`src/rtl/core/mlr_pkg.sv`:
```
package mlr_pkg;

  localparam int unsigned MaxClassesDef  = 16;
  localparam int unsigned MaxFeaturesDef = 64;

  localparam logic [16:0] OneQ16   = 17'd65536;
  localparam logic [12:0] Log2eQ12 = 13'd5909;
  localparam logic [11:0] Ln2Q12   = 12'd2839;

  localparam logic [0:0] KindLoad    = 1'b0;
  localparam logic [0:0] KindFeature = 1'b1;

  localparam logic [0:0] RegNClasses  = 1'b0;
  localparam logic [0:0] RegNFeatures = 1'b1;

  typedef enum logic [3:0] {
    StIdle,
    StInit,
    StMac,
    StMax,
    StExp,
    StExpSum,
    StLnNorm,
    StLnSq,
    StEmit
  } mlr_state_e;

  // commands from the controller to the datapath
  typedef struct packed {
    logic init_clr;   // score <= bias (or zero) for the current class
    logic mac;        // score += floor(w * x / 256)
    logic max_first;  // load running max from current score
    logic max_step;   // update running max
    logic exp_start;  // start exp of current class
    logic exp_bit;    // one fraction bit of exp
    logic exp_acc;    // add finished exp into sum
    logic ln_norm;    // one normalize shift
    logic ln_sq;      // one squaring step
    logic emit;       // put result of current class on the port
  } mlr_cmd_t;

  typedef struct packed {
    logic ln_norm_done;
  } mlr_sts_t;

  // 2^-(2^-(b+1)) in Q.16
  function automatic logic [15:0] half_pow(input logic [2:0] b);
    logic [15:0] r;
    begin
      case (b)
        3'd0:    r = 16'd46341;
        3'd1:    r = 16'd55109;
        3'd2:    r = 16'd60097;
        3'd3:    r = 16'd62757;
        3'd4:    r = 16'd64132;
        3'd5:    r = 16'd64830;
        3'd6:    r = 16'd65181;
        3'd7:    r = 16'd65359;
        default: r = 16'd65535;
      endcase
      return r;
    end
  endfunction

endpackage

```
`src/rtl/core/mlr_ctrl.sv`:
```
module mlr_ctrl
  import mlr_pkg::*;
#(
  parameter int unsigned MaxClasses = MaxClassesDef,
  localparam int unsigned CW = $clog2(MaxClasses)
) (
  input  logic          clk_i,
  input  logic          rst_ni,
  input  logic          start_feat_i,  // feature item accepted this cycle
  input  logic          vec_first_i,   // this feature starts a vector
  input  logic          vec_last_i,    // this feature ends the vector
  input  logic          in_range_i,    // feature position is in use
  input  logic [CW:0]   nc_i,
  input  mlr_sts_t      sts_i,
  output mlr_cmd_t      cmd_o,
  output logic [CW-1:0] cls_o,
  output logic [2:0]    bit_o,
  output logic          busy_o
);

  mlr_state_e   state_q, state_d;
  logic [CW:0]  cls_q, cls_d;
  logic [2:0]   bit_q, bit_d;
  logic         last_q, last_d;
  logic         rng_q, rng_d;
  logic [CW:0]  ncl_q, ncl_d;

  always_ff @(posedge clk_i or negedge rst_ni) begin
    if (!rst_ni) begin
      state_q <= StIdle;
      cls_q   <= '0;
      bit_q   <= '0;
      last_q  <= 1'b0;
      rng_q   <= 1'b0;
      ncl_q   <= '0;
    end else begin
      state_q <= state_d;
      cls_q   <= cls_d;
      bit_q   <= bit_d;
      last_q  <= last_d;
      rng_q   <= rng_d;
      ncl_q   <= ncl_d;
    end
  end

  assign cls_o = cls_q[CW-1:0];
  assign bit_o = bit_q;

  always_comb begin
    state_d = state_q;
    cls_d   = cls_q;
    bit_d   = bit_q;
    last_d  = last_q;
    rng_d   = rng_q;
    ncl_d   = ncl_q;
    cmd_o   = '0;
    busy_o  = 1'b1;
    case (state_q)
      StIdle: begin
        busy_o = 1'b0;
        if (start_feat_i) begin
          last_d = vec_last_i;
          rng_d  = in_range_i;
          ncl_d  = nc_i;
          cls_d  = '0;
          if (vec_first_i) begin
            state_d = StInit;
          end else if (in_range_i) begin
            state_d = StMac;
          end else if (vec_last_i) begin
            state_d = StMax;
          end
        end
      end
      StInit: begin
        cmd_o.init_clr = 1'b1;
        if (cls_q == CW'(MaxClasses - 1)) begin
          cls_d = '0;
          if (rng_q) begin
            state_d = StMac;
          end else if (last_q) begin
            state_d = StMax;
          end else begin
            state_d = StIdle;
          end
        end else begin
          cls_d = cls_q + 1'b1;
        end
      end
      StMac: begin
        cmd_o.mac = 1'b1;
        if (cls_q + 1'b1 >= ncl_q) begin
          cls_d   = '0;
          state_d = last_q ? StMax : StIdle;
        end else begin
          cls_d = cls_q + 1'b1;
        end
      end
      StMax: begin
        cmd_o.max_first = (cls_q == '0);
        cmd_o.max_step  = (cls_q != '0);
        if (cls_q + 1'b1 >= ncl_q) begin
          cls_d   = '0;
          state_d = StExp;
        end else begin
          cls_d = cls_q + 1'b1;
        end
      end
      StExp: begin
        cmd_o.exp_start = 1'b1;
        bit_d   = '0;
        state_d = StExpSum;
      end
      StExpSum: begin
        cmd_o.exp_bit = 1'b1;
        bit_d = bit_q + 1'b1;
        if (bit_q == 3'd7) begin
          cmd_o.exp_acc = 1'b1;
          if (cls_q + 1'b1 >= ncl_q) begin
            cls_d   = '0;
            state_d = StLnNorm;
          end else begin
            cls_d   = cls_q + 1'b1;
            state_d = StExp;
          end
        end
      end
      StLnNorm: begin
        if (sts_i.ln_norm_done) begin
          bit_d   = '0;
          state_d = StLnSq;
        end else begin
          cmd_o.ln_norm = 1'b1;
        end
      end
      StLnSq: begin
        cmd_o.ln_sq = 1'b1;
        bit_d = bit_q + 1'b1;
        if (bit_q == 3'd7) begin
          state_d = StEmit;
        end
      end
      StEmit: begin
        cmd_o.emit = 1'b1;
        if (cls_q + 1'b1 >= ncl_q) begin
          cls_d   = '0;
          state_d = StIdle;
        end else begin
          cls_d = cls_q + 1'b1;
        end
      end
      default: state_d = StIdle;
    endcase
  end

  assert property (@(posedge clk_i) disable iff (!rst_ni)
    cmd_o.emit |-> cls_q < ncl_q)
    else $error("emit beyond class count");
  assert property (@(posedge clk_i) disable iff (!rst_ni)
    (state_q == StIdle) |-> !cmd_o.mac && !cmd_o.emit)
    else $error("datapath command while idle");
  assert property (@(posedge clk_i) disable iff (!rst_ni)
    $onehot0({cmd_o.mac, cmd_o.emit, cmd_o.exp_bit, cmd_o.ln_sq, cmd_o.init_clr}))
    else $error("conflicting commands");

endmodule

```
`config.mk`:
```
export PLATFORM = sky130hd
export DESIGN_NAME = mlr_ctrl
export DESIGN_NICKNAME = d
export VERILOG_FILES = /design/src/rtl/core/mlr_pkg.sv /design/src/rtl/core/mlr_ctrl.sv
export SDC_FILE = /design/constraint.sdc
export NUM_CORES = 1
export LEC_CHECK = 0
export BUFFER_PORTS_ARGS = -buffer_cell sky130_fd_sc_hd__buf_4
export CORE_MARGIN = 4
export CORE_UTILIZATION = 55
export CTS_CLUSTER_SIZE = 20
export DETAILED_ROUTE_END_ITERATION = 6
export PLACE_DENSITY = 0.8
export SETUP_SLACK_MARGIN = 0.05
export SLEW_MARGIN = 20
export SYNTH_ARGS = -nofsm -noshare
export SYNTH_HDL_FRONTEND = slang
export SYNTH_SLANG_ARGS = --single-unit
```
`constraint.sdc`:
```
create_clock -name clk_i -period 5.3 [get_ports clk_i]
set_clock_uncertainty 0.05 [all_clocks]
set_input_delay 0.265 -clock clk_i [delete_from_list [all_inputs] [get_ports clk_i]]
set_output_delay 0.265 -clock clk_i [all_outputs]
set_load 0.01 [all_outputs]
```
==> results.json, run 1 <==
{
  "crit_path_top_delay_cell": "dfrtp_1",
  "cts_buffers": 3,
  "die_h_um": 59.2,
  "cts_resized": 0,
  "drt-total-wl_mm": 3.00,
  "crit_path_end_kind": "flip-flop",
  "wire_per_inst_um": 14.8,
  "core_area_um2": 2500,
  "hold_path.class": "in -> reg",
  "fin_hold_ws_ns": 0.116,
  "path_buf_inv": 2,
  "drc_errors": 0,
  "syn_nets": 172,
  "overflow": 0,
  "combPwrFrac": 0.562,
  "p_leak_nw": 0.810,
  "synthesis.area_um2": 1440,
  "synth-main-ff-cell": "dfrtp_1",
  "num_io_pins": 30,
  "fp-row-count": 18,
  "nFillCells": 184,
  "clkSinkCount": 19,
  "relSlewSlack": 0.615,
  "power_density_nw_per_um2": 470,
  "finalNetCount": 197,
  "fin_tns_setup_ns": 0,
  "p_clk_frac": 0.095,
  "dieArea_um2": 3510,
  "critPathKind": "reg -> reg",
  "p_int_mw": 0.432,
  "async_flop_share": 1.00,
  "area_delta_synth_final_pct": 15.6,
  "switchingPower_mw": 0.352,
  "fmax_mhz": 393,
  "cts.clk_slew.worst_paths_ns": 0.11,
  "crit_required_ns": 5.49,
  "cts_root_buf": "clkbuf_4",
  "ant_nets": 0,
  "setup_slack_ns": 2.76,
  "vias": 1178,
  "drive_above_1_share": 0.277,
  "port_buffers": 29,
  "grt_pass1_wl_mm": 5.09,
  "final-setup-viol-count": 0,
  "critical_path.startpoint_type": "flip-flop",
  "final_hold_viol_count": 0,
  "period_share": 0.480,
  "placed_cells": 198,
  "drtIter0Drc": 51,
  "synthCells": 149,
  "ys_seq_area_frac": 0.330,
  "worst_pin_slew_ns": 0.578,
  "grt_max_degree": 20,
  "rsz0062_at_grt": "no",
  "grtUsageTotal": 0.194,
  "stdcell_count": 203,
  "yosys_register_bits": 19,
  "fin_crit_ns": 2.54,
  "switching_share": 0.449,
  "clk_latency_ns": 0.30,
  "insertedDiodeCount": 0,
  "cpMostUsedCell": "ha_1",
  "crit_arrival_ns": 2.73,
  "pre_cts_ws_ns": 2.76,
  "path_max_fanout": 7,
  "path_delay_family": "adder cells",
  "report.final.slew_viol_count": 0,
  "clockBufferDepth": 2,
  "first_pass_iters": 4,
  "cp_cell_sequence": "ha_1 > nand3_1 > inv_1 > ha_1 > inv_1 > ha_1 > a21oi_1 > o21ai_0 > o31ai_4 > mux2i_1",
  "synth.avg_cell_area_um2": 9.68,
  "synth_edf_count": 0,
  "vdd_drop_max_mv": 0.334,
  "post-dp-hpwl_mm": 2.37,
  "gp_congestion": 0.855,
  "floorplan.initialDensity": 0.577,
  "outcome": "completed",
  "critical-path-max-stage-delay_ns": 0.46,
  "die_x_um": 59.2,
  "yosys.cell_types.count": 50,
  "seqPwrFrac": 0.343,
  "antenna_found_initial": 0,
  "grt_pass1_vias": 1141,
  "vias_per_cell": 5.80,
  "synth_warnings": 0,
  "drv_cap": 0,
  "cts_tree": "done",
  "htree_levels": 1
}
-- cell usage in the layout (no fill, tap or decap), types with 3 or more instances in the layout --
master | synthesis | layout
a21oi_1 | 5 | 5
a32o_1 | 3 | 3
buf_4 | 5 | 29
clkbuf_4 | 0 | 3
dfrtp_1 | 19 | 19
ha_1 | 11 | 11
inv_1 | 14 | 14
mux2_1 | 7 | 7
nand2_1 | 10 | 10
nand2b_1 | 4 | 4
nor2_1 | 7 | 7
nor3_1 | 4 | 4
o21ai_0 | 4 | 4
o21ai_1 | 5 | 5
o31ai_1 | 3 | 3
-- routing by layer --
layer  GRT usage  up-vias  share of wire
li1            -      573              -
met5           0        -              0
met3      0.0283        7          0.052
met1       0.247      559           0.42
met2       0.323       39           0.51
met4      0.0841        0          0.021
-- power groups by stage --
| stage | combinational, mW | clock [mW] | sequential, mW |
|---|---|---|---|
| 6_report | 0.440 | 0.0745 | 0.269 |
| 5_1_grt | 0.493 | 0.0830 | 0.280 |
| 4_1_cts | 0.443 | 0.0767 | 0.268 |
| 3_5_place_dp | 0.440 | 0 | 0.272 |
| 3_3_place_gp | 0.426 | 0 | 0.268 |
| 2_1_floorplan | 0.362 | 0 | 0.235 |
-- kinds of logic after synthesis --
logic type / after synthesis / share of synthesized area
compound gates: 36 / 0.204
xor+xnor: 3 / 0.0182
fa+ha+maj: 11 / 0.0954
buf+inv: 24 / 0.0833
flops: 19 / 0.330
mux: 9 / 0.0720
simple gates: 47 / 0.198
-- synthesized netlist by cell type, drive strengths merged (3+ instances only) --
library cell / count / area, um^2
nand2b: 4 / 25.0
dfrtp: 19 / 475
ha: 11 / 138
buf: 9 / 63.8
or2b: 3 / 25.0
nand2: 11 / 43.8
o21ai: 9 / 45.0
nor2: 8 / 32.5
mux2: 8 / 93.8
nor3: 6 / 46.3
a32o: 3 / 30.0
inv: 14 / 52.6
o31ai: 6 / 68.8
a21oi: 5 / 25.0
-- repair_timing --
item                                    CTS  global route
endpoints found under the hold margin    19             0
hold buffers                              1             0
buffers inserted                          0             0
endpoints found under the setup margin    0             0
-- layout make-up --
type	instances	area [um^2]	area share
clock buffer	3	22.5	0.0135
clock inverter	1	5.00	0.00300
inverter	14	52.6	0.0315
multi-input combinational	106	847	0.508
sequential	19	475	0.285
tap	30	37.5	0.0225
timing repair buffer	30	228	0.137
-- state kept, by name, summed over array words and instances, names as in the netlist --
register,count
cls_q,5
ncl_q,5
state_q,4
bit_o,3
last_q,1
rng_q,1
-- stage by stage --
stage                     area (um^2)   util  total power, mW
after floorplan                  1440      -            0.596
after global placement           1630  0.652            0.694
final                            1670  0.667            0.783
after CTS                        1670  0.667            0.788
after detailed placement         1630  0.652            0.712
after global routing             1670  0.667            0.856
-- path summary, 6_finish.rpt --
path                         endpoint  cells past startpoint      from  slack (ns)
max in group asynchronous      last_q                      2    rst_ni        4.70
min                          ncl_q[0]                      2   nc_i[0]        0.12
min reg2reg                  ncl_q[0]                      1  ncl_q[0]        0.46
max reg2reg                state_q[0]                     10  cls_q[0]        2.76
max                        state_q[0]                     10  cls_q[0]        2.76
min in group asynchronous    bit_o[1]                      2    rst_ni        0.30
No activity file was read; power rests on OpenSTA's default activity.
==> run 2, diff against run 1 <==
- CORE_UTILIZATION: 55 -> 49
- PLACE_DENSITY: 0.8 -> 0.76
- clock period: 5.3 -> 2.1 ns (I/O delays scaled with it)
==> results.json, run 2 (synthesis results as in run 1) <==
{
  "power_density_nw_per_um2": 1140,
  "drive_above_1_share": 0.423,
  "dieArea_um2": 3880,
  "multi_input_area_um2": 1010,
  "gp_congestion": 0.824,
  "relSlewSlack": 0.675,
  "stdcell_count": 227,
  "layout_common_cells": "45 x buf_4, 17 x dfrtp_1, 11 x inv_1, 9 x nand2_1, 8 x dlygate4sd3_1",
  "reg.largest.list": "cls_q: 5 flops, ncl_q: 5 flops, state_q: 4 flops",
  "clk_latency_ns": 0.31,
  "register_area_um2": 478,
  "crit_arrival_ns": 2.43,
  "critPathKind": "reg -> reg",
  "vias": 1239,
  "final_util": 0.726,
  "fin_hold_ws_ns": 0.110,
  "die_x_um": 62.3,
  "critical_path.startpoint_type": "flip-flop",
  "final-setup-viol-count": 9,
  "insertedDiodeCount": 0,
  "clockBufferDepth": 2,
  "drv_cap": 0,
  "cts_tree": "done",
  "final_hold_viol_count": 0,
  "drc_errors": 0,
  "path_max_fanout": 2,
  "core_area_um2": 2780,
  "outcome": "complete, but fails checks",
  "vias_per_cell": 5.46,
  "port_buffers": 29,
  "reg2reg_slack_ns": -0.17,
  "grt_pass1_vias": 1261,
  "cts_root_buf": "clkbuf_4",
  "post-route-cell-area_um2": 2020,
  "fp-row-count": 19,
  "violations": "setup timing",
  "area_delta_synth_final_pct": 40.1,
  "hold_path.class": "in -> reg",
  "pre_cts_ws_ns": -0.174,
  "fmax_mhz": 441,
  "clkSinkCount": 19,
  "die_h_um": 62.3,
  "crit_path_end_kind": "flip-flop",
  "htree_levels": 1,
  "drt-total-wl_mm": 3.41,
  "cts_buffers": 3,
  "grt_max_degree": 20,
  "mostFrequentLayoutCell": "buf_4",
  "placed_cell_area_um2": 1820,
  "placed_cells": 212,
  "post-dp-hpwl_mm": 2.57,
  "worst_pin_slew_ns": 0.480,
  "antenna_found_initial": 0,
  "first_pass_iters": 4,
  "period_share": 1.08,
  "finalNetCount": 220,
  "num_io_pins": 30,
  "setup_slack_ns": -0.166,
  "overflow": 0,
  "vdd_drop_max_mv": 0.833,
  "grtUsageTotal": 0.189,
  "wire_per_inst_um": 15.0,
  "ant_nets": 0,
  "floorplan.initialDensity": 0.519,
  "rsz0062_at_grt": "yes",
  "cts.clk_slew.worst_paths_ns": 0.12,
  "grt_pass1_wl_mm": 5.93,
  "crit_required_ns": 2.27,
  "drtIter0Drc": 38,
  "nFillCells": 211,
  "report.final.slew_viol_count": 0,
  "p_leak_nw": 0.931,
  "fin_crit_ns": 2.27
}
run 2: power by group:
group	internal [mW]	leakage, nW	total [mW]	switching (mW)
logic	0.729	0.675	1.49	0.758
clock network	0.0744	0.0150	0.204	0.130
registers	0.495	0.240	0.622	0.126
total	1.30	0.931	2.31	1.01
run 2: what timing repair did:
item	CTS	global route
endpoints found under the setup margin	9	10
hold endpoints to repair	26	0
gates resized for setup	8	5
setup buffers	1	3
hold buffers	8	0
pin swaps	7	10
run 2: path summary, 6_finish.rpt:
path                               start         end  depth (start not counted)
worst max-delay path            cls_q[0]    cls_q[4]                         10
max in group asynchronous         rst_ni    cls_q[0]                          2
worst max register to register  cls_q[0]    cls_q[4]                         10
worst min-delay path               sts_i  state_q[2]                          4
min in group asynchronous         rst_ni    cls_q[3]                          2
worst min register to register  ncl_q[4]    ncl_q[4]                          1
run 2: layer usage:
layer | global-route usage | wire, um
met3 | 0.0360 | 174
met4 | 0.0928 | 86
met5 | 0 | 0
met2 | 0.313 | 1610
met1 | 0.233 | 1540
run 2: cell type report:
class / count / share of cell area
Inverter: 14 / 0.0260
Multi-Input combinational cell: 106 / 0.498
Sequential cell: 19 / 0.237
Clock buffer: 4 / 0.0130
Tap cell: 31 / 0.0192
Timing Repair Buffer: 53 / 0.207
run 2: critical path: stages (launching register included):
cell     delay (ns)
dfrtp_2        0.45
ha_4           0.19
nand3_4        0.09
inv_2          0.04
ha_4           0.25
inv_2          0.04
ha_4           0.29
nand2_4        0.05
o221a_4        0.27
a22o_1         0.18
mux2_4         0.26
run 2: metrics by stage:
stage                     setup TNS [ns]  power [mW]
final                             -0.930        2.31
after global routing               -1.62        2.51
after CTS                         -0.959        2.29
after global placement            -0.351        1.99
after detailed placement          -0.872        2.04
after floorplan                   -0.323        1.65
